===== src/rtl/b64se_pkg.sv =====
// Package with the types, character codes and alphabet function of the base64 stream encoder.
`default_nettype none

package b64se_pkg;

    localparam int GROUP_W = 5;
    localparam int QUEUE_DEPTH = 2;
    localparam int QPTR_W = $clog2(QUEUE_DEPTH);
    localparam int QCNT_W = $clog2(QUEUE_DEPTH + 1);

    localparam logic [7:0] CHAR_CR  = 8'd13;
    localparam logic [7:0] CHAR_LF  = 8'd10;
    localparam logic [7:0] CHAR_PAD = 8'd61;

    localparam logic [1:0] RUN_ONE   = 2'd0;
    localparam logic [1:0] RUN_TWO   = 2'd1;
    localparam logic [1:0] RUN_THREE = 2'd2;
    localparam logic [1:0] RUN_FOUR  = 2'd3;

    typedef enum logic [2:0] {
        PH_FIRST  = 3'b001,
        PH_SECOND = 3'b010,
        PH_THIRD  = 3'b100
    } phase_t;

    // One queued run of up to four characters caused by one input byte.
    typedef struct packed {
        logic [3:0][7:0] chars;
        logic [1:0]      last_idx;
        logic            fin;
    } run_t;

    typedef struct packed {
        logic full;
        logic empty;
    } q_stat_t;

    function automatic logic [7:0] sextet(input logic [5:0] v);
        logic [7:0] r;
        if (v < 6'd26) begin
            r = 8'd65 + {2'b00, v};
        end else if (v < 6'd52) begin
            r = 8'd71 + {2'b00, v};
        end else if (v < 6'd62) begin
            r = {2'b00, v} - 8'd4;
        end else if (v == 6'd62) begin
            r = 8'd43;
        end else begin
            r = 8'd47;
        end
        return r;
    endfunction

endpackage

`default_nettype wire


===== src/rtl/b64se_front.sv =====
// Front end: accepts message bytes, tracks the group state and builds character runs.
`default_nettype none

module b64se_front
    import b64se_pkg::*;
#(
    parameter int LINE_CHARS = 76
) (
    input  wire logic       aclk,
    input  wire logic       aresetn,
    input  wire logic       s_valid,
    output logic            s_ready,
    input  wire logic [7:0] s_data_byte,
    input  wire logic       s_final_byte,
    input  wire q_stat_t    q_stat,
    output logic            q_push,
    output run_t            q_wr_run
);

    localparam int LINE_GROUPS = LINE_CHARS / 4;
    localparam logic [GROUP_W:0] LINE_GROUPS_W = (GROUP_W + 1)'(LINE_GROUPS);

    phase_t               phase_reg, phase_next;
    logic [3:0]           carry_reg, carry_next;
    logic [GROUP_W-1:0]   groups_reg, groups_next;
    logic [GROUP_W:0]     groups_inc;

    assign s_ready    = !q_stat.full;
    assign q_push     = s_valid && !q_stat.full;
    assign groups_inc = {1'b0, groups_reg} + (GROUP_W + 1)'(1);

    always_comb begin
        q_wr_run     = '0;
        q_wr_run.fin = s_final_byte;
        phase_next   = phase_reg;
        carry_next   = carry_reg;
        groups_next  = groups_reg;
        case (phase_reg)
            PH_SECOND: begin
                q_wr_run.chars[0] = sextet({carry_reg[1:0], s_data_byte[7:4]});
                carry_next = s_data_byte[3:0];
                phase_next = PH_THIRD;
                if (s_final_byte) begin
                    q_wr_run.chars[1] = sextet({s_data_byte[3:0], 2'b00});
                    q_wr_run.chars[2] = CHAR_PAD;
                    q_wr_run.last_idx = RUN_THREE;
                end else begin
                    q_wr_run.last_idx = RUN_ONE;
                end
            end
            PH_THIRD: begin
                q_wr_run.chars[0] = sextet({carry_reg, s_data_byte[7:6]});
                q_wr_run.chars[1] = sextet(s_data_byte[5:0]);
                carry_next = 4'd0;
                phase_next = PH_FIRST;
                if (groups_inc >= LINE_GROUPS_W) begin
                    q_wr_run.chars[2] = CHAR_CR;
                    q_wr_run.chars[3] = CHAR_LF;
                    q_wr_run.last_idx = RUN_FOUR;
                    groups_next = '0;
                end else begin
                    q_wr_run.last_idx = RUN_TWO;
                    groups_next = groups_inc[GROUP_W-1:0];
                end
            end
            default: begin
                q_wr_run.chars[0] = sextet(s_data_byte[7:2]);
                carry_next = {2'b00, s_data_byte[1:0]};
                phase_next = PH_SECOND;
                if (s_final_byte) begin
                    q_wr_run.chars[1] = sextet({s_data_byte[1:0], 4'b0000});
                    q_wr_run.chars[2] = CHAR_PAD;
                    q_wr_run.chars[3] = CHAR_PAD;
                    q_wr_run.last_idx = RUN_FOUR;
                end else begin
                    q_wr_run.last_idx = RUN_ONE;
                end
            end
        endcase
        if (s_final_byte) begin
            phase_next  = PH_FIRST;
            carry_next  = 4'd0;
            groups_next = '0;
        end
    end

    always_ff @(posedge aclk) begin
        if (!aresetn) begin
            phase_reg  <= PH_FIRST;
            carry_reg  <= 4'd0;
            groups_reg <= '0;
        end else if (q_push) begin
            phase_reg  <= phase_next;
            carry_reg  <= carry_next;
            groups_reg <= groups_next;
        end
    end

endmodule

`default_nettype wire


===== src/rtl/b64se_queue.sv =====
// Short queue of character runs between the front end and the output serializer.
`default_nettype none

module b64se_queue
    import b64se_pkg::*;
(
    input  wire logic aclk,
    input  wire logic aresetn,
    input  wire logic push,
    input  wire run_t wr_run,
    input  wire logic pop,
    output run_t      rd_run,
    output q_stat_t   stat
);

    run_t               slot_reg [QUEUE_DEPTH];
    logic [QPTR_W-1:0]  wptr_reg, wptr_next;
    logic [QPTR_W-1:0]  rptr_reg, rptr_next;
    logic [QCNT_W-1:0]  count_reg, count_next;
    logic               do_push, do_pop;

    assign stat.full  = (count_reg == QCNT_W'(QUEUE_DEPTH));
    assign stat.empty = (count_reg == '0);
    assign do_push    = push && !stat.full;
    assign do_pop     = pop && !stat.empty;
    assign rd_run     = slot_reg[rptr_reg];

    always_comb begin
        wptr_next  = do_push ? wptr_reg + QPTR_W'(1) : wptr_reg;
        rptr_next  = do_pop ? rptr_reg + QPTR_W'(1) : rptr_reg;
        count_next = count_reg;
        if (do_push && !do_pop) begin
            count_next = count_reg + QCNT_W'(1);
        end else if (do_pop && !do_push) begin
            count_next = count_reg - QCNT_W'(1);
        end
    end

    always_ff @(posedge aclk) begin
        if (!aresetn) begin
            wptr_reg  <= '0;
            rptr_reg  <= '0;
            count_reg <= '0;
        end else begin
            wptr_reg  <= wptr_next;
            rptr_reg  <= rptr_next;
            count_reg <= count_next;
        end
    end

    always_ff @(posedge aclk) begin
        if (do_push) begin
            slot_reg[wptr_reg] <= wr_run;
        end
    end

endmodule

`default_nettype wire


===== src/rtl/b64se_back.sv =====
// Back end: serializes queued runs into one output character per transaction.
`default_nettype none

module b64se_back
    import b64se_pkg::*;
(
    input  wire logic       aclk,
    input  wire logic       aresetn,
    input  wire run_t       q_rd_run,
    input  wire q_stat_t    q_stat,
    output logic            q_pop,
    output logic            m_valid,
    input  wire logic       m_ready,
    output logic [7:0]      m_out_char,
    output logic            m_run_last,
    output logic            m_message_end
);

    logic       valid_reg, valid_next;
    logic [1:0] idx_reg, idx_next;
    logic [7:0] char_reg, char_next;
    logic       run_last_reg, run_last_next;
    logic       msg_end_reg, msg_end_next;
    logic       load, at_last;

    assign load    = !q_stat.empty && (!valid_reg || m_ready);
    assign at_last = (idx_reg == q_rd_run.last_idx);
    assign q_pop   = load && at_last;

    always_comb begin
        valid_next    = valid_reg;
        idx_next      = idx_reg;
        char_next     = char_reg;
        run_last_next = run_last_reg;
        msg_end_next  = msg_end_reg;
        if (load) begin
            valid_next    = 1'b1;
            idx_next      = at_last ? 2'd0 : idx_reg + 2'd1;
            char_next     = q_rd_run.chars[idx_reg];
            run_last_next = at_last;
            msg_end_next  = at_last && q_rd_run.fin;
        end else if (m_ready) begin
            valid_next = 1'b0;
        end
    end

    always_ff @(posedge aclk) begin
        if (!aresetn) begin
            valid_reg <= 1'b0;
            idx_reg   <= 2'd0;
        end else begin
            valid_reg <= valid_next;
            idx_reg   <= idx_next;
        end
    end

    always_ff @(posedge aclk) begin
        char_reg     <= char_next;
        run_last_reg <= run_last_next;
        msg_end_reg  <= msg_end_next;
    end

    assign m_valid       = valid_reg;
    assign m_out_char    = char_reg;
    assign m_run_last    = run_last_reg;
    assign m_message_end = msg_end_reg;

endmodule

`default_nettype wire


===== src/rtl/base64_stream_encoder.sv =====
// Base64 stream encoder with MIME line breaks: one byte in, one character out per transaction.
// A message byte is taken whenever the two-entry run queue has room, and it
// yields one to four output characters (base64 characters, '=' pads, or CR LF after a group
// that fills a line of LINE_CHARS characters rounded down to whole groups). Characters leave
// through a single output register at one per cycle while m_ready is high; the sustained
// input rate is therefore set by the output character count, line breaks included.
// The input side keeps accepting while earlier characters are still waiting to be taken.
// After a byte flagged final, all group and line state returns to its start for the next message.
`default_nettype none

module base64_stream_encoder
    import b64se_pkg::*;
#(
    parameter int LINE_CHARS = 76
) (
    input  wire logic       aclk,
    input  wire logic       aresetn,
    input  wire logic       s_valid,
    output logic            s_ready,
    input  wire logic [7:0] s_data_byte,
    input  wire logic       s_final_byte,
    output logic            m_valid,
    input  wire logic       m_ready,
    output logic [7:0]      m_out_char,
    output logic            m_run_last,
    output logic            m_message_end
);

    q_stat_t q_stat;
    run_t    q_wr_run;
    run_t    q_rd_run;
    logic    q_push;
    logic    q_pop;

    b64se_front #(
        .LINE_CHARS(LINE_CHARS)
    ) u_front (
        .aclk         (aclk),
        .aresetn      (aresetn),
        .s_valid      (s_valid),
        .s_ready      (s_ready),
        .s_data_byte  (s_data_byte),
        .s_final_byte (s_final_byte),
        .q_stat       (q_stat),
        .q_push       (q_push),
        .q_wr_run     (q_wr_run)
    );

    b64se_queue u_queue (
        .aclk    (aclk),
        .aresetn (aresetn),
        .push    (q_push),
        .wr_run  (q_wr_run),
        .pop     (q_pop),
        .rd_run  (q_rd_run),
        .stat    (q_stat)
    );

    b64se_back u_back (
        .aclk          (aclk),
        .aresetn       (aresetn),
        .q_rd_run      (q_rd_run),
        .q_stat        (q_stat),
        .q_pop         (q_pop),
        .m_valid       (m_valid),
        .m_ready       (m_ready),
        .m_out_char    (m_out_char),
        .m_run_last    (m_run_last),
        .m_message_end (m_message_end)
    );

endmodule

`default_nettype wire


===== config.mk =====
export PLATFORM = sky130hd
export DESIGN_NAME = base64_stream_encoder
export DESIGN_NICKNAME = d
export VERILOG_FILES = /design/src/rtl/b64se_pkg.sv /design/src/rtl/b64se_front.sv /design/src/rtl/b64se_queue.sv /design/src/rtl/b64se_back.sv /design/src/rtl/base64_stream_encoder.sv
export SDC_FILE = /design/constraint.sdc
export NUM_CORES = 1
export LEC_CHECK = 0
export BUFFER_PORTS_ARGS = -buffer_cell sky130_fd_sc_hd__clkbuf_2
export CORE_AREA = 4 4 123 125
export CTS_BUF_LIST = sky130_fd_sc_hd__clkbuf_8
export DETAILED_ROUTE_END_ITERATION = 10
export DIE_AREA = 0 0 127 129
export PLACE_DENSITY_LB_ADDON = 0.1
export SLEW_MARGIN = 25
export SYNTH_ARGS = -nofsm -noshare
export SYNTH_HDL_FRONTEND = slang
export SYNTH_HIERARCHICAL = 1
export SYNTH_SLANG_ARGS = --single-unit

===== constraint.sdc =====
create_clock -name aclk -period 3.8 [get_ports aclk]
set_input_delay 0 -clock aclk [delete_from_list [all_inputs] [get_ports aclk]]
set_output_delay 0 -clock aclk [all_outputs]
set_load 0.02 [all_outputs]

# Word level (Yosys, flattened, before mapping)
# Memory sizes are Yosys's and may differ from the RTL's. A register that Yosys moved wholly into a read port is not among the register bits.
# Cells that the tools add are included.
word_totals:
  ff_bits: 29
  latchBits: 0
  ramBits: 66
  romBits: 0
  in_bits: 13
  out_inout_bits: 12
  word_cells: 131
  n_memories: 1
mem_list:
  columns: ["memory", "words", "word_bits", "rd", "rd_clocked_by_memory_dff", "wr", "line_no", "text"]
  rows:
  - ["u_queue.slot_reg", 2, 33, 1, 1, 1, "b64se_queue.sv:16", "run_t slot_reg [QUEUE_DEPTH];"]
classes:
  n_addsub: 24
  n_mul: 0
  div_mod_pow: 0
  magnitude_cmp: 20
  n_eq_ne: 8
  shifts: 0
  muxes: 48
  bitwise_logic: 0
  n_reduce_logical: 19
ops:
  columns: ["cell", "n"]
  rows:
  - ["8-bit two-way mux", 19]
  - ["7-bit by 6-bit adder with 8-bit output, first input constant", 12]
  - ["6-bit < comparator, second input constant", 12]
  - ["26-bit case mux with 2 select lines", 1]
  - ["6-bit by 3-bit subtractor with 7-bit output, second input constant", 6]
  - ["6-bit by 5-bit < comparator with 1-bit output, second input constant", 6]
  - ["6-bit equality test, second input constant", 4]
  - ["22-bit two-way mux", 1]
  - ["8-bit binary-select mux with 2-bit select", 1]
  - ["3-bit two-way mux", 5]
  - ["5-bit two-way mux", 3]
  - ["14-bit two-way mux", 1]
  - ["12-bit two-way mux", 1]
  - ["2-bit two-way mux", 6]
  - ["6-bit case mux with 2 select lines", 1]
  - ["1-bit logical AND", 8]
  - ["4-bit case mux with 2 select lines", 1]
  - ["5-bit by 1-bit adder with 6-bit output, second input constant", 1]
  - ["6-bit by 5-bit >= comparator with 1-bit output, second input constant", 1]
  - ["1-bit two-way mux", 6]
  - ["3-bit case mux with 2 select lines", 1]
  - ["2-bit nonzero test", 3]
  - ["1-bit zero test", 5]
  - ["2-bit by 1-bit adder with 2-bit output, second input constant", 2]
  - ["other kinds (11)", 12]

# Longest topological paths before layout
# Gate-level depths: netlist (run 1).
logic_depth:
  ltp_word: 8
  ltp_mapped: 11

# Modules after synthesis
# The synthesis (run 1) kept the hierarchy.
modules_own_cells:
  columns: ["module", "n_inst", "cells_each", "area_per_inst_um2", "seq_area_each_um2"]
  rows:
  - ["b64se_front", 1, 416, 2793.9, 240.2]
  - ["b64se_queue", 1, 134, 2757.6, 2202.1]
  - ["b64se_back", 1, 42, 694.4, 360.3]

# Least setup slack after synthesis (run 1)
# No wires, ideal clock.
synth_timing:
  path_kind: "reg2reg"
  start: "reg u_queue.count_reg[0]"
  end: "mem u_queue/slot_reg[0][0] in the netlist's numbering, enable pin"
  setup_ns: 0.423
  arrival_ns: 2.628
  required_ns: 3.377
  setup_slack_ns: 0.749
  stages_incl_launch_ff: 8
  synth_period_minus_slack_ns: 3.051
  cell_sequence: "dfxtp_1 nand2b_1 inv_2 nand2b_1 clkbuf_1 inv_1 inv_1 nor3_2"
synth_rtl:
  columns: ["item", "line_no", "text"]
  rows:
  - ["start, declared", "b64se_queue.sv:19", "logic [QCNT_W-1:0] count_reg, count_next;"]
  - ["start signal, assigned", "b64se_queue.sv:47", "count_reg <= count_next;"]
  - ["end, declared", "b64se_queue.sv:16", null]

==> results of run 1 <==
## worst reg2reg max path: stages (launching register included)
cell	delay, ps
sky130_fd_sc_hd__dfxtp_1	690
sky130_fd_sc_hd__ha_1	440
sky130_fd_sc_hd__nand2b_1	220
sky130_fd_sc_hd__mux2_2	320
sky130_fd_sc_hd__o311ai_0	660
sky130_fd_sc_hd__nand3_1	200
## placed cells by master, fill, tap and decap left out, types with 20 or more instances in the layout
| cell type | instances |
|---|---|
| sky130_fd_sc_hd__inv_1 | 28 |
| sky130_fd_sc_hd__ha_1 | 25 |
| sky130_fd_sc_hd__o21ai_0 | 24 |
| sky130_fd_sc_hd__dfxtp_1 | 20 |
| sky130_fd_sc_hd__a21oi_1 | 31 |
| sky130_fd_sc_hd__clkbuf_2 | 24 |
| sky130_fd_sc_hd__nand2_1 | 50 |
| sky130_fd_sc_hd__edfxtp_1 | 80 |
| sky130_fd_sc_hd__nor2_1 | 28 |
| sky130_fd_sc_hd__mux2_2 | 39 |
## logic make-up after synthesis
kind of cell | after synthesis | synth area share (%)
other cells | 1 | 0.0600
simple gates | 177 | 15.0
compound gates | 144 | 16.0
buf+inv | 80 | 6.39
fa+ha+maj | 25 | 5.01
flops | 100 | 44.9
mux | 49 | 10.4
xor+xnor | 16 | 2.24
## metal layers
layer | share of wire, % | vias to the layer above | GRT usage (%)
li1 | - | 2209 | -
met1 | 45 | 2269 | 26.6
met2 | 48 | 156 | 30.9
met3 | 5.3 | 14 | 2.53
met4 | 1.2 | 0 | 5.36
met5 | 0 | - | 0
## report_power, final
part           switching (W)  internal, W
Sequential          0.000111      0.00150
Clock               0.000364     0.000395
Combinational       0.000545     0.000401
Total                0.00102      0.00230
## cell type report
cell class	instances	area (um2)	share of cell area, %
multi-input combinational	416	3070	46.4
sequential	100	2800	42.4
tap	180	225	3.40
timing repair buffer	32	183	2.76
clock buffer	10	138	2.08
inverter	29	109	1.64
clock inverter	6	92.6	1.40
## stage by stage
| step | worst slack (ps) | util (%) | cell area (um2) | power (W) |
|---|---|---|---|---|
| 2_1_floorplan | 749 | - | 6260 | 0.00233 |
| 3_3_place_gp | 1040 | 45.9 | 6370 | 0.00259 |
| 3_5_place_dp | 1050 | 45.9 | 6370 | 0.00259 |
| 4_1_cts | 1020 | 47.7 | 6620 | 0.00335 |
| 5_1_grt | 857 | 47.7 | 6620 | 0.00352 |
| 6_report | 956 | 47.7 | 6620 | 0.00332 |
## what timing repair did
| item | 4_1_cts | 5_1_grt |
|---|---|---|
| endpoints found under the hold margin | 1 | 0 |
| hold buffers | 1 | 0 |
| endpoints found under the setup margin | 0 | 0 |
## final timing paths
| kind | start | end | depth (start not counted) |
|---|---|---|---|
| worst min-delay path | aresetn | u_back/m_valid | 2 |
| worst max-delay path | u_front/carry_reg[0] | u_queue/slot_reg[1][7] | 5 |
| worst min register to register | u_front/phase_reg[2] | u_front/phase_reg[2] | 2 |
| worst max register to register | u_front/carry_reg[0] | u_queue/slot_reg[1][7] | 5 |
==> flow_summary.json, run 1 <==
{
  "drtPass1Iterations": 7,
  "row_count": 43,
  "synthesis.area_per_instance_um2": 10.6,
  "yosysWarnings": 6,
  "die_h_um": 129,
  "synth_most_common_cell": "sky130_fd_sc_hd__edfxtp_1",
  "die_area_um2": 16400,
  "tritoncts": "done",
  "max_slew.worst_pin.slew_ps": 906,
  "yosysUniqueCellTypes": 77,
  "post_route_cells_drive_above_1_share_pct": 17.0,
  "final.hold.worst_slack_ps": 35.8,
  "drt_drc_violations_left": 0,
  "grt_antenna_before_repair": 0,
  "cts-root-to-sink-buffers": 2,
  "worstSkewPairLatency_ps": 360,
  "synthesis.area_um2": 6250,
  "place.port_buffers": 24,
  "postCtsSetupBuffers": 0,
  "via_count_of_the_first_global_routing_pass": 4466,
  "core_region_area_um2": 13900,
  "htree_levels": 3,
  "report.final.hold_viol_count": 0,
  "ys_top_cells_by_count": "80 x sky130_fd_sc_hd__edfxtp_1, 50 x sky130_fd_sc_hd__nand2_1, 39 x sky130_fd_sc_hd__mux2_2",
  "worst_clock_skew_ps": 19.3,
  "layout_worst_path_cycle_share_pct": 74.8,
  "critical_path.slowest_cell": "sky130_fd_sc_hd__dfxtp_1",
  "crit_path_max_fanout": 16,
  "grt_pass1_wl_um": 24700,
  "worst-path-buf-inv": 0,
  "post-route-min-period_ps": 2840,
  "pin_count_of_the_biggest_net_entering_global_routing": 37,
  "setup.reg_to_reg.worst_slack_ps": 960,
  "start_util_pct": 45.0,
  "cts-buffers-inserted": 9,
  "global_route.usage.total_pct": 19.0,
  "critical_path.startpoint_type": "flop",
  "max_cap_viol_count": 0,
  "clkSlewWorstSetupHoldPaths_ps": 110,
  "powerDensity_nw_per_um2": 501,
  "worst_path_cell_trace": "ha_1 > nand2b_1 > mux2_2 > o311ai_0 > nand3_1",
  "max_clock_freq_ghz": 0.352,
  "ctsResizeCount": 0,
  "syn_inst": 592,
  "vdd_ir_drop_max_v": 0.000202,
  "grt_setup_unrepaired": "no",
  "cells_after_dpl": 756,
  "setup.worst_path.end_class": "flop",
  "setup_viol": 0,
  "num-nets-final": 626,
  "dr.first_iter.drc_count": 405,
  "yosys_register_bits": 100,
  "avgViaCountPerCell": 6.01,
  "io_pins": 25,
  "cts.sink_count": 100,
  "leakagePower_nw": 2.31,
  "finalNonFillerCells": 773,
  "worst_ep_arrival_time_ps": 2890,
  "synth_largest_type_area_fraction_pct": 38.5,
  "critPathRequiredTime_ps": 3850,
  "fillers": 1311,
  "tns_ps": 0,
  "timing.hold.worst.class": "in2reg",
  "async_reset_ff_share_pct": 0,
  "worst_path_largest_cell_delay_ps": 690,
  "gp_congestion": 0.909,
  "timing.critical_path.max_delay_family": "flip-flops",
  "clk_root_buffer_cell": "sky130_fd_sc_hd__clkbuf_8",
  "most_area_consuming_cells_after_synthesis": "sky130_fd_sc_hd__edfxtp_1 38%, sky130_fd_sc_hd__mux2_2 7.0%, sky130_fd_sc_hd__dfxtp_1 6.4%, sky130_fd_sc_hd__ha_1 5.0%, sky130_fd_sc_hd__nand2_1 3.0%",
  "vias": 4648,
  "wl_per_cell_um": 19.6,
  "ant_nets": 0,
  "antenna_cell_count": 0,
  "final-max-slew-violation-count": 0,
  "seq_area_frac_synth_pct": 44.9,
  "hpwl_um": 10700,
  "status": "complete, no violations",
  "synth_edf_count": 80,
  "remaining_global_route_overflow": 0,
  "worst_slew_margin_rel_pct": 39.6,
  "post-synth-top-area-cell": "sky130_fd_sc_hd__edfxtp_1",
  "synth_ff_type": "sky130_fd_sc_hd__edfxtp_1",
  "critical_path_class": "reg2reg",
  "largest_register_ffs": 70,
  "wl_um": 15100,
  "synthToLayoutAreaGrowth_pct": 5.95,
  "die_w_um": 127
}
Power figures use the tool's default switching activity.
==> inputs of run 2 (changes only) <==
==> constraint.sdc (replaced) <==
create_clock -name aclk -period 2.9 [get_ports aclk]
set_input_delay 0 -clock aclk [delete_from_list [all_inputs] [get_ports aclk]]
set_output_delay 0 -clock aclk [all_outputs]
set_load 0.02 [all_outputs]
==> run 2 against run 1 <==
Die area unchanged. Clock skew down 6.8 ps. Sequential power up 30%. Global-route usage down 0.81 points. Sequential cell count unchanged. Final area up 1.0%. Non-clock buffer count up 11. Maximum frequency up 4.3%. Clock-buffer cell count down 1. Critical path depth up 2. Core utilization up 0.48 points. Setup slack worse by 780 ps.
==> flow_summary.json, run 2 (same netlist as run 1, synthesis figures left out) <==
{
  "most_frequent_cells_in_the_layout": "80 x sky130_fd_sc_hd__edfxtp_1, 50 x sky130_fd_sc_hd__nand2_1, 39 x sky130_fd_sc_hd__mux2_2",
  "wl_per_cell_um": 18.6,
  "dr.first_iter.drc_count": 306,
  "drtPass1Iterations": 5,
  "setup.worst_path.end_class": "flop",
  "crit_path_max_fanout": 14,
  "pwr-share-clk_pct": 21.8,
  "timing.hold.worst_path_depth": 2,
  "ctsResizeCount": 0,
  "critical_path.slowest_cell": "sky130_fd_sc_hd__dfxtp_1",
  "avgViaCountPerCell": 5.86,
  "critical_path_class": "reg2reg",
  "critPathRequiredTime_ps": 2970,
  "grt_antenna_before_repair": 0,
  "timing.hold.worst.class": "in2reg",
  "max_slew.worst_pin.slew_ps": 750,
  "grt_setup_unrepaired": "no",
  "clk_root_buffer_cell": "sky130_fd_sc_hd__clkbuf_8",
  "grt_pass1_wl_um": 23400,
  "vdd_ir_drop_max_v": 0.000231,
  "synthToLayoutAreaGrowth_pct": 7.01,
  "postCtsSetupBuffers": 0,
  "pin_count_of_the_biggest_net_entering_global_routing": 37,
  "max_clock_freq_ghz": 0.367,
  "worst_clock_skew_ps": 12.4,
  "antenna_cell_count": 0,
  "num-nets-final": 637,
  "largest_register_ffs": 70,
  "setup_viol": 0,
  "multiInputGateArea_um2": 3070,
  "worst_ep_arrival_time_ps": 2800,
  "hpwl_um": 10600,
  "status": "complete, no violations",
  "cts.sink_count": 100,
  "post_route_cells_drive_above_1_share_pct": 18.4,
  "row_count": 43,
  "powerDensity_nw_per_um2": 645,
  "combinationalPowerShare_pct": 29.8,
  "worst_path_cell_trace": "inv_1 > ha_1 > a21oi_1 > nand2_1 > mux2_2 > o2111ai_1 > o221ai_1",
  "via_count_of_the_first_global_routing_pass": 4403,
  "p_int_w": 0.00294,
  "setup.reg_to_reg.worst_slack_ps": 170,
  "worstSkewPairLatency_ps": 380,
  "worstReg2RegStart": "u_front/carry_reg[1]",
  "global_route.usage.total_pct": 18.1,
  "drt_drc_violations_left": 0,
  "worst-path-buf-inv": 1,
  "post-route-min-period_ps": 2730,
  "fin_total_pwr_w": 0.00431,
  "cts-buffers-inserted": 9,
  "leakagePower_nw": 2.35,
  "vias": 4592,
  "worstHoldEndpoint": "u_back/m_valid",
  "max_cap_viol_count": 0,
  "depth_of_the_worst_register_to_register_path": 7,
  "io_pins": 25,
  "final.hold.worst_slack_ps": 12.1,
  "r2r_end": "u_queue/slot_reg[0][5]",
  "fillers": 1287,
  "worst_path_largest_cell_delay_ps": 650,
  "clkSlewWorstSetupHoldPaths_ps": 110,
  "hp-start": "aresetn",
  "gp_congestion": 0.890,
  "core_region_area_um2": 13900,
  "sw_power_w": 0.00138,
  "die_w_um": 127,
  "ff_latch_area_um2": 2800,
  "sw_frac_of_total_pct": 31.9,
  "critical_path.startpoint_type": "flop",
  "start_util_pct": 45.0,
  "remaining_global_route_overflow": 0,
  "wl_um": 14600,
  "die_area_um2": 16400,
  "worst_slew_margin_rel_pct": 50.0,
  "die_h_um": 129,
  "final_common_cell": "sky130_fd_sc_hd__edfxtp_1",
  "tritoncts": "done",
  "final-max-slew-violation-count": 0,
  "timing.critical_path.max_delay_family": "compound AO/OA/AOI/OAI gates",
  "tns_ps": 0,
  "cts_hold_repair.buffers": 1,
  "htree_levels": 3,
  "seq_power_share_pct": 48.4,
  "place.port_buffers": 24,
  "report.final.hold_viol_count": 0,
  "layout_worst_path_cycle_share_pct": 94.0,
  "cts-root-to-sink-buffers": 2,
  "ant_nets": 0
}
[run 2: worst reg2reg max path, stage by stage (launching register included)]
cell	delay (ps)
sky130_fd_sc_hd__dfxtp_1	650
sky130_fd_sc_hd__inv_1	270
sky130_fd_sc_hd__ha_1	280
sky130_fd_sc_hd__a21oi_1	190
sky130_fd_sc_hd__nand2_1	230
sky130_fd_sc_hd__mux2_2	330
sky130_fd_sc_hd__o2111ai_1	270
sky130_fd_sc_hd__o221ai_1	220
[run 2: per-layer routing]
metal	global-route usage, %	wire, um	up-vias
li1	-	-	2219
met3	2.32	594	21
met5	0	0	-
met2	30.8	7140	127
met1	24.0	6520	2225
met4	6.50	312	0
[run 2: through the flow]
stage	util (%)	setup slack [ps]	cells	area, um2
floorplan	-	353	596	6270
global placement	46.5	380	767	6460
detailed placement	46.5	304	767	6460
CTS	48.2	267	784	6680
global route	48.2	88.0	784	6680
finish	48.2	173	784	6680
[run 2: final cells by class]
cell class,count,area share [%]
multi-input combinational,416,45.9
sequential,100,41.9
timing repair buffer,43,3.97
tap,180,3.37
clock buffer,9,1.85
inverter,29,1.63
clock inverter,7,1.39
[run 2: worst max path at each step]
| stage | from | end | slack [ps] | cells after the start |
|---|---|---|---|---|
| global placement | u_front/carry_reg[1] | u_queue/slot_reg[0][5] | 380 | 7 |
| CTS | u_front/carry_reg[1] | u_queue/slot_reg[0][5] | 270 | 7 |
| detailed placement | u_front/carry_reg[1] | u_queue/slot_reg[0][5] | 300 | 7 |
| finish | u_front/carry_reg[1] | u_queue/slot_reg[0][5] | 170 | 7 |
| global route | u_front/carry_reg[1] | u_queue/slot_reg[1][5] | 90 | 7 |
| floorplan | u_queue/count_reg[0] | u_queue/slot_reg[0][0] | 350 | 7 |
[run 2: power by group through the flow]
stage	sequential [W]	clock, W	combinational [W]
2_1_floorplan	0.00219	0	0.000866
3_3_place_gp	0.00212	0	0.00129
3_5_place_dp	0.00213	0	0.00129
4_1_cts	0.00209	0.000962	0.00130
5_1_grt	0.00213	0.00103	0.00140
6_report	0.00209	0.000938	0.00129
==> inputs of run 3 (changes only) <==
--- a/config.mk
+++ b/config.mk
@@ -6,10 +6,10 @@
 export NUM_CORES = 1
 export LEC_CHECK = 0
 export BUFFER_PORTS_ARGS = -buffer_cell sky130_fd_sc_hd__clkbuf_2
-export CORE_AREA = 4 4 123 125
-export CTS_BUF_LIST = sky130_fd_sc_hd__clkbuf_8
+export CORE_AREA = 2 2 110 112
+export CTS_BUF_LIST = sky130_fd_sc_hd__clkbuf_4 sky130_fd_sc_hd__clkbuf_8 sky130_fd_sc_hd__clkbuf_16
 export DETAILED_ROUTE_END_ITERATION = 10
-export DIE_AREA = 0 0 127 129
+export DIE_AREA = 0 0 112 114
 export PLACE_DENSITY_LB_ADDON = 0.1
 export SLEW_MARGIN = 25
 export SYNTH_ARGS = -nofsm -noshare
==> run 3 against run 2 <==
Clock-buffer cell count did not move. Largest power group unchanged. Sequential power about the same. Highest routed layer unchanged. Clock power rose by 34%. Final cell count is 4.3% lower.
==> flow_summary.json, run 3 (same netlist as run 1, synthesis figures left out) <==
{
  "clkSlewWorstSetupHoldPaths_ps": 70,
  "depth_of_the_worst_register_to_register_path": 5,
  "worst_slew_margin_rel_pct": 35.6,
  "critical_path.slowest_cell": "sky130_fd_sc_hd__o311ai_0",
  "most_frequent_cells_in_the_layout": "80 x sky130_fd_sc_hd__edfxtp_1, 50 x sky130_fd_sc_hd__nand2_1, 39 x sky130_fd_sc_hd__mux2_2",
  "cp.depth": 5,
  "leakagePower_nw": 2.39,
  "core_region_area_um2": 11700,
  "grt_pass1_wl_um": 23700,
  "max_cap_viol_count": 0,
  "met2WireLength_um": 7300,
  "worstSkewPairLatency_ps": 340,
  "worstReg2RegStart": "u_front/carry_reg[1]",
  "final_common_cell": "sky130_fd_sc_hd__edfxtp_1",
  "tns_ps": 0,
  "num-nets-final": 636,
  "io_pins": 25,
  "vdd_ir_drop_max_v": 0.000524,
  "cts-buffers-inserted": 9,
  "htree_levels": 3,
  "vias": 4756,
  "worst_path_cell_trace": "ha_1 > nand2b_1 > mux2_2 > o311ai_0 > nand3_1",
  "worstSetupEndpoint": "u_queue/slot_reg[1][7]",
  "post-route-min-period_ps": 2580,
  "synthToLayoutAreaGrowth_pct": 7.75,
  "worst-path-buf-inv": 0,
  "die_h_um": 114,
  "remaining_global_route_overflow": 0,
  "gp_congestion": 0.957,
  "max_clock_freq_ghz": 0.387,
  "wl_um": 14700,
  "ctsResizeCount": 0,
  "drt_drc_violations_left": 0,
  "postCtsSetupBuffers": 0,
  "setup.reg_to_reg.worst_slack_ps": 320,
  "fin_total_pwr_w": 0.00466,
  "critPathRequiredTime_ps": 2930,
  "setup.worst_path.end_class": "flop",
  "drtPass1Iterations": 6,
  "status": "complete, no violations",
  "dr.first_iter.drc_count": 488,
  "worst_clock_skew_ps": 10.2,
  "final-max-slew-violation-count": 0,
  "pin_count_of_the_biggest_net_entering_global_routing": 37,
  "via_count_of_the_first_global_routing_pass": 4509,
  "timing.critical_path.max_delay_family": "compound AO/OA/AOI/OAI gates",
  "hp-start": "m_ready",
  "wl_per_cell_um": 19.6,
  "worst_ep_arrival_time_ps": 2610,
  "die_area_um2": 12800,
  "layout_worst_path_cycle_share_pct": 89.0,
  "tritoncts": "done",
  "cts-root-to-sink-buffers": 2,
  "timing.hold.worst.class": "in2reg",
  "critical_path.startpoint_type": "flop",
  "timing.hold.worst_path_depth": 3,
  "postLayoutSetupSlackWorst_ps": 318,
  "powerDensity_nw_per_um2": 692,
  "die_w_um": 112,
  "global_route.usage.total_pct": 23.5,
  "wirelength_met1_um": 6290,
  "critical_path_class": "reg2reg",
  "final.hold.worst_slack_ps": 7.73,
  "r2r_end": "u_queue/slot_reg[1][7]",
  "largest_register_ffs": 70,
  "start_util_pct": 53.3,
  "cts_hold_repair.buffers": 0,
  "worst_path_largest_cell_delay_ps": 560,
  "report.final.hold_viol_count": 0,
  "wl_met3_um": 737,
  "grt_setup_unrepaired": "no",
  "clk_root_buffer_cell": "sky130_fd_sc_hd__clkbuf_16",
  "antenna_cell_count": 0,
  "row_count": 40,
  "ant_nets": 0,
  "hpwl_um": 10500,
  "post_route_cells_drive_above_1_share_pct": 18.1,
  "grt_antenna_before_repair": 0,
  "dpl_worst_slack_ps": 308,
  "cts.sink_count": 100,
  "highest_layer": "met4",
  "avgViaCountPerCell": 6.34,
  "cp-startpoint": "u_front/carry_reg[1]",
  "max_slew.worst_pin.slew_ps": 966,
  "crit_path_max_fanout": 9,
  "place.port_buffers": 24,
  "setup_viol": 0
}
-- run 3: changes by cell type in the layout (fill, tap and decap cells not counted), sizes merged --
cell / change
clkinvlp: +2
inv: -2
bufinv: +1
clkinv: -1
dlygate4sd3: -1
-- run 3: worst min-delay path by stage --
stage | slack [ps] | end
2_1_floorplan | 120 | u_back/m_valid
4_1_cts | 1 | u_back/m_valid
3_3_place_gp | 360 | u_back/m_valid
3_5_place_dp | 370 | u_back/m_valid
6_report | 8 | u_back/m_valid
5_1_grt | 10 | u_back/m_valid
-- run 3: routing by layer --
metal	GRT usage [%]	up-vias
met5	0	-
met4	10.0	0
met3	2.82	31
met2	39.4	218
met1	31.1	2273
li1	-	2234
-- run 3: power breakdown --
group | switching (W) | internal [W]
clock network | 0.000511 | 0.000751
logic | 0.000751 | 0.000548
registers | 0.000128 | 0.00197
-- run 3: worst reg2reg max path: cells and delay by family, from the launching register on --
kind	cells	cell delay, ps
compound gates	1	560
mux	1	310
fa+ha+maj	1	420
simple gates	2	450
flops	1	530
-- run 3: layout make-up --
| type | count | area (um2) |
|---|---|---|
| Timing Repair Buffer | 42 | 255 |
| Fill cell | 999 | 4980 |
| Clock buffer | 9 | 225 |
| Tap cell | 147 | 184 |
| Multi-Input combinational cell | 416 | 3070 |
| Clock inverter | 7 | 88.8 |
| Inverter | 29 | 109 |
| Sequential cell | 100 | 2800 |
-- run 3: through the flow --
step / utilization (%) / std cells / instance area [um2]
2_1_floorplan: - / 596 / 6270
3_3_place_gp: 54.8 / 734 / 6420
3_5_place_dp: 54.8 / 734 / 6420
4_1_cts: 57.5 / 750 / 6730
5_1_grt: 57.5 / 750 / 6730
6_report: 57.5 / 750 / 6730
